## src/cprc_pkg.sv

```systemverilog
// ---------------------------------------------------------------------------
// cprc_pkg
// shared types, constants and the byte-wide crc-16 update for the
// counter page response checker
// ---------------------------------------------------------------------------
package cprc_pkg;

   localparam int POS_W       = 6;
   localparam int CNT_BYTES   = 4;
   localparam int REQ_TDATA_W = 24;
   localparam int RSP_TDATA_W = 48;

   localparam logic [7:0]  CMD_READ_COUNTER = 8'hA5;
   localparam logic [15:0] CRC_POLY         = 16'hA001;
   localparam logic [15:0] CRC_GOOD         = 16'hFFFF;

   typedef enum logic {
      CMD_START = 1'b0,
      CMD_BYTE  = 1'b1
   } cmd_type;

   typedef struct packed {
      cmd_type     cmd;
      logic [15:0] page_address;
      logic [7:0]  rx_byte;
   } req_item_type;

   typedef struct packed {
      logic [31:0] counter_value;
      logic        crc_ok;
      logic [15:0] frame_page;
   } result_type;

   // reflected crc-16, one byte, lsb first
   function automatic logic [15:0] crc_byte(input logic [15:0] crc, input logic [7:0] b);
      logic [15:0] c;
      c = crc ^ {8'h00, b};
      for (int k = 0; k < 8; k++) begin
         if (c[0]) begin
            c = (c >> 1) ^ CRC_POLY;
         end else begin
            c = c >> 1;
         end
      end
      return c;
   endfunction

   // crc after the command byte alone, from an all-zero start
   localparam logic [15:0] CRC_SEED = crc_byte(16'h0000, CMD_READ_COUNTER);

endpackage

```

## src/cprc_frame.sv

```systemverilog
// ---------------------------------------------------------------------------
// cprc_frame
// frame tracking: crc update, byte position, counter assembly, final check
// ---------------------------------------------------------------------------
module cprc_frame
   import cprc_pkg::*;
#(
   parameter int PAGE_BYTES   = 32,
   parameter int FILLER_BYTES = 4
) (
   input  logic         clock,
   input  logic         reset,
   input  logic         item_valid,
   input  req_item_type item,
   input  logic         out_space,
   output logic         advance,
   output logic         res_valid,
   output result_type   res
);

   localparam logic [POS_W-1:0] CNT_FIRST  = POS_W'(PAGE_BYTES);
   localparam logic [POS_W-1:0] CNT_END    = POS_W'(PAGE_BYTES + CNT_BYTES);
   localparam logic [POS_W-1:0] CRC_LO_POS = POS_W'(PAGE_BYTES + CNT_BYTES + FILLER_BYTES);

   logic [15:0]      crc_ff, crc_in;
   logic [POS_W-1:0] pos_ff, pos_in;
   logic [31:0]      acc_ff, acc_in;
   logic [15:0]      page_ff, page_in;
   logic             active_ff, active_in;

   logic [POS_W-1:0] cnt_idx;
   logic [15:0]      fin;

   assign advance = item_valid && out_space;
   assign cnt_idx = pos_ff - CNT_FIRST;
   assign fin     = crc_ff ^ {item.rx_byte, 8'h00};

   always_comb begin
      crc_in    = crc_ff;
      pos_in    = pos_ff;
      acc_in    = acc_ff;
      page_in   = page_ff;
      active_in = active_ff;
      res_valid = 1'b0;
      res.counter_value = (fin == CRC_GOOD) ? acc_ff : 32'h0;
      res.crc_ok        = (fin == CRC_GOOD);
      res.frame_page    = page_ff;
      if (advance) begin
         if (item.cmd == CMD_START) begin
            crc_in    = crc_byte(crc_byte(CRC_SEED, item.page_address[7:0]),
                                 item.page_address[15:8]);
            pos_in    = '0;
            acc_in    = '0;
            page_in   = item.page_address;
            active_in = 1'b1;
         end else if (active_ff) begin
            if (pos_ff < CRC_LO_POS) begin
               crc_in = crc_byte(crc_ff, item.rx_byte);
               if (pos_ff >= CNT_FIRST && pos_ff < CNT_END) begin
                  acc_in = acc_ff | ({24'h0, item.rx_byte} << {cnt_idx[1:0], 3'b000});
               end
               pos_in = pos_ff + 1'b1;
            end else if (pos_ff == CRC_LO_POS) begin
               crc_in = crc_ff ^ {8'h00, item.rx_byte};
               pos_in = pos_ff + 1'b1;
            end else begin
               // high crc byte closes the frame
               crc_in    = fin;
               pos_in    = '0;
               active_in = 1'b0;
               res_valid = 1'b1;
            end
         end
      end
   end

   always_ff @(posedge clock) begin
      if (reset) begin
         crc_ff    <= '0;
         pos_ff    <= '0;
         acc_ff    <= '0;
         page_ff   <= '0;
         active_ff <= 1'b0;
      end else begin
         crc_ff    <= crc_in;
         pos_ff    <= pos_in;
         acc_ff    <= acc_in;
         page_ff   <= page_in;
         active_ff <= active_in;
      end
   end

endmodule

```

## config.mk

```make
export PLATFORM = sky130hd
export DESIGN_NAME = cprc_frame
export DESIGN_NICKNAME = d
export VERILOG_FILES = /design/src/cprc_pkg.sv /design/src/cprc_frame.sv
export SDC_FILE = /design/constraint.sdc
export NUM_CORES = 1
export LEC_CHECK = 0
export ABC_AREA = 0
export ABC_CLOCK_PERIOD_IN_PS = 5630
export BUFFER_PORTS_ARGS = -buffer_cell sky130_fd_sc_hd__buf_2
export CAP_MARGIN = 20
export CORE_MARGIN = 3
export CORE_UTILIZATION = 35
export DETAILED_ROUTE_END_ITERATION = 6
export HOLD_SLACK_MARGIN = 0.02
export PLACE_DENSITY = 0.54
export SKIP_CTS_REPAIR_TIMING = 1
export SKIP_LAST_GASP = 1
export SYNTH_ARGS = -nofsm -noshare
export SYNTH_HDL_FRONTEND = slang
export SYNTH_SLANG_ARGS = --single-unit
```

## constraint.sdc

```tcl
create_clock -name clock -period 5.63 [get_ports clock]
set_clock_uncertainty 0.2 [all_clocks]
set_input_delay 0 -clock clock [delete_from_list [all_inputs] [get_ports clock]]
set_output_delay 0 -clock clock [all_outputs]
set_load 0.05 [all_outputs]
```

Word-level counts from Yosys, hierarchy flattened --
Index checks and enable logic that the tools add are counted.
Operators by class: bitwise logic cells 30, reductions and logical operators 5, shift-type cells 1, order comparisons 3, add/sub/neg operators 2, divide/modulo/power cells 0, equality and inequality tests 5, $mul 0, mux-type cells 104
Operators by type and width (number):
- two-way mux 16 bit | 86
- two-way mux 32 bit | 5
- NOT 2 -> 3 bit | 24
- OR 32 bit | 1
- left shift 8 x 5 -> 32 bit | 1
- XOR 16 x 8 -> 16 bit | 2
- two-way mux 6 bit | 4
- == test 16 bit, second input constant | 1
- XOR 16 bit | 1
- less-than comparator 6 bit, second input constant | 2
- two-way mux 1 bit | 9
- NOT 2 -> 8 bit | 1
- adder 6 x 1 -> 6 bit, second input constant | 1
- == test 6 bit, second input constant | 1
- >= comparator 6 bit, second input constant | 1
- != test 2 x 1 -> 1 bit, second input constant | 3
- AND reduction 2 bit | 2
- AND reduction 4 bit | 1
- logical AND 1 bit | 2
- subtractor 2 x 1 -> 2 bit, second input constant | 1
- NOT 1 bit | 1
Word-level totals: logic and storage cells 155, flip-flop bits (word level) 71, memories 0, bits in writable memories 0, ROM bits 0, input bits 29, output and inout port bits 51, latch bits 0

Depth between registers and ports, before layout --
depth in word-level cells 65, gate-level depth with buffers 9, mapped depth without buffers 8

Worst setup path before layout --
OpenSTA, ideal clock, no wires.
path kind flip-flop to output port, from register crc_ff[14], to output res[39] (netlist bit), setup slack 3394 ps, cell stages (with the launch flop) 6, buffers on the path 1, data required time 5430 ps, data arrival time 2036 ps, cells stage by stage dfxtp_1 > xnor2_1 > nor4_1 > and3_1 > clkbuf_1 > and2_1
RTL lines:
- from (decl) | line cprc_frame.sv:25 | logic [15:0] crc_ff, crc_in;
- from (signal assigned) | line cprc_frame.sv:85 | crc_ff <= crc_in;
- to (decl) | line cprc_frame.sv:18 | output result_type res

==> flow_metrics.py <==
metrics = {
    "yosys": {
        "synth.net_count": 484,
        "synthTopCellsByArea": "dfxtp_1 (38%), a21oi_1 (8.8%), xnor2_1 (5.8%)",
        "syn_area_sq_um": 3770,
        "ys.flop_type": "dfxtp_1",
        "synth.yosys.seq_area_share_pct": 37.7,
        "ys_warn_count": 0,
        "synth_edf_count": 0,
        "synthArstFlopShare_pct": 0,
        "yosys.area.top_type_share_pct": 37.7,
        "yosys.area.top_type": "dfxtp_1",
        "synth_cell_type_count": 44,
        "synth_cells": 453,
        "ys_seq_elements": 71,
        "syn_area_per_cell_sq_um": 8.32,
    },
    "timing": {
        "period_needed_ns": 2.68,
        "slew_violations": 0,
        "fmax_ghz": 0.373,
        "tightest_slew_ns": 1.10,
        "whs_ns": -0.0312,
        "fin_tns_setup_ns": 0,
        "period_share_pct": 47.7,
        "report.final.hold_viol_count": 2,
        "max_slew_margin_pct": 26.4,
        "rsz0062_at_grt": "false",
        "finalSetupViolations": 0,
    },
    "clock_tree": {
        "htree_levels": 3,
        "cts_root_buffer": "clkbuf_8",
        "cts_tree": "done",
        "clock_path_buffers": 2,
        "numCtsBuffers": 9,
        "cts.clk_slew.worst_paths_ns": 0.08,
        "cts.sink_count": 71,
        "worst_skew_pair.late_latency_ns": 0.36,
    },
    "drt": {
        "vias_per_cell": 4.99,
        "ant_nets": 0,
        "dr.pass1.iters": 4,
        "post-route-drc-count": 0,
        "post_drt_wl_per_cell_microns": 15.0,
        "drtIter0Drc": 209,
        "via_count": 3400,
        "routed_wl_microns": 10200,
    },
    "setup_path": {
        "worst_r2r_endpoint": "crc_ff[0]",
        "endpoint_kind": "output port",
        "critPathArrivalTime_ns": 2.48,
        "r2r_setup_slack_ns": 3.05,
        "cp.required_ns": 5.43,
        "critical_path_class": "in -> out",
        "cp_max_fo": 33,
        "r2r.worst_path.cells": 8,
        "start_kind": "primary input",
        "critPathCapture": "res[21]",
        "crit_start": "item[0]",
        "reg2reg_from": "pos_ff[0]",
    },
    "floorplan": {
        "core_sq_um": 10400,
        "start_util_pct": 36.2,
        "dieArea_sq_um": 12100,
        "die_w_microns": 110,
        "dieHeight_microns": 110,
        "ioPinCount": 80,
        "rows": 37,
    },
    "power_and_ir_drop": {
        "pwr-share-seq_pct": 45.1,
        "leakagePower_nw": 1.89,
        "pwr-share-clk_pct": 32.7,
        "power_density_nw_per_um2": 251,
        "max-vdd-ir-drop_mv": 0.134,
        "intPower_uw": 808,
        "p_sw_uw": 364,
        "power_mw": 1.17,
        "swShare_pct": 31.1,
        "combPwrFrac_pct": 22.2,
    },
    "global_route": {
        "grt_pass1_vias": 3149,
        "grt_overflow": 0,
        "grtUsageTotal_pct": 17.4,
        "grt_pass1_wl_microns": 16400,
        "antenna_found_initial": 0,
        "grt_max_degree": 41,
    },
    "finish": {
        "drive_above_1_share_pct": 21.1,
        "finalNonFillerCells": 681,
        "nets": 571,
        "fin_area_sq_um": 4670,
        "final_core_util_pct": 44.8,
        "antenna_cells": 0,
        "seq_area_sq_um": 1420,
        "syn2layout_area_growth_pct": 23.8,
        "multi_input_area_sq_um": 2190,
        "fillers": 1069,
    },
    "place": {
        "placed_cell_area_sq_um": 4200,
        "io_buffer_count": 79,
        "hpwl_microns": 7270,
        "gp_congestion": 0.897,
        "dpl.cell_count": 637,
    },
    "hold_path": {
        "min_path_type": "in -> reg",
    },
    "run_status": {
        "status": "finished, violations left",
        "violations": "negative hold slack",
    },
    "job": {
        "maxCapViolCount": 0,
    },
}
[power by group through the flow]
stage               Combinational (mW)  Clock (mW)  Sequential [mW]
floorplan                        0.180           0            0.550
global placement                 0.245           0            0.540
detailed placement               0.245           0            0.540
CTS                              0.245       0.394            0.528
global route                     0.281       0.417            0.530
finish                           0.260       0.384            0.528
[logic make-up after synthesis]
| kind of cell | count (synthesis) | synth area share [%] |
|---|---|---|
| AND/OR/NAND/NOR | 168 | 21.5 |
| AO/OA/AOI/OAI | 117 | 18.1 |
| flip-flops | 71 | 37.7 |
| XOR/XNOR | 55 | 17.2 |
| buffers and inverters | 37 | 4.11 |
| multiplexers | 3 | 0.796 |
| adder cells (fa/ha/maj) | 2 | 0.663 |
[routing by layer]
metal	vias to the layer above	track usage [%]	routed length (microns)
met5	-	0	0
met4	0	4.81	93
met3	9	3.64	432
met2	68	28.1	4920
met1	1610	23.5	4800
li1	1713	-	-
[critical path, cell delays in order]
cell           delay, ns
dlygate4sd3_1       0.53
buf_2               0.20
xnor2_1             0.17
nor4_1              0.30
and3_1              0.77
and2_1              0.24
buf_2               0.26
[layout by cell type (no fill, tap or decap), types with 11 or more instances in the layout]
cell type      instances
a21oi_1               66
and2_1                32
buf_2                 79
dfxtp_1               71
dlygate4sd3_1         26
nand2_1               52
nor2_1                47
o21ai_0               11
xnor2_1               25
xor2_1                16
[registers in the layout (all words and copies together), names as in the netlist]
name       count
crc_ff        16
active_ff      1
acc_ff        32
page_ff       16
pos_ff         6
[final cells by class]
class	instances	share of cell area, %
flip-flops and latches	71	30.4
repair buffers	107	14.5
clock buffers	10	2.95
multi-input cells	345	47.0
inverters	6	0.482
well taps	136	3.64
clock inverters	6	0.965
[synthesized netlist by cell type, types with 6 or more instances]
library cell and instances:
a211oi_1 6, a21oi_1 66, and2_1 32, buf_2 7
clkbuf_1 23, dfxtp_1 71, nand2_1 52, nand3_1 7
nor2_1 47, nor3_1 6, o21ai_0 11, o21ai_1 8
xnor2_1 25, xor2_1 16
[metrics by stage]
| step | hold WS [ns] | setup WS [ns] |
|---|---|---|
| finish | -0.0312 | 2.95 |
| floorplan | -0.0640 | 3.39 |
| CTS | -0.313 | 2.88 |
| detailed placement | 0.0667 | 2.93 |
| global route | 0.0301 | 2.74 |
| global placement | 0.0668 | 3.04 |
[worst min-delay path by stage]
| stage | startpoint | end | slack (ns) | depth (start not counted) |
|---|---|---|---|---|
| finish | item[24] | pos_ff[1] | -0.03 | 3 |
| global route | item[24] | crc_ff[9] | 0.03 | 3 |
| CTS | item[23] | page_ff[15] | -0.31 | 3 |
| detailed placement | item[23] | page_ff[15] | 0.07 | 3 |
| global placement | item[23] | page_ff[15] | 0.07 | 3 |
| floorplan | item[8] | page_ff[0] | -0.06 | 2 |
Note: power is estimated with default switching activity, not from simulation.
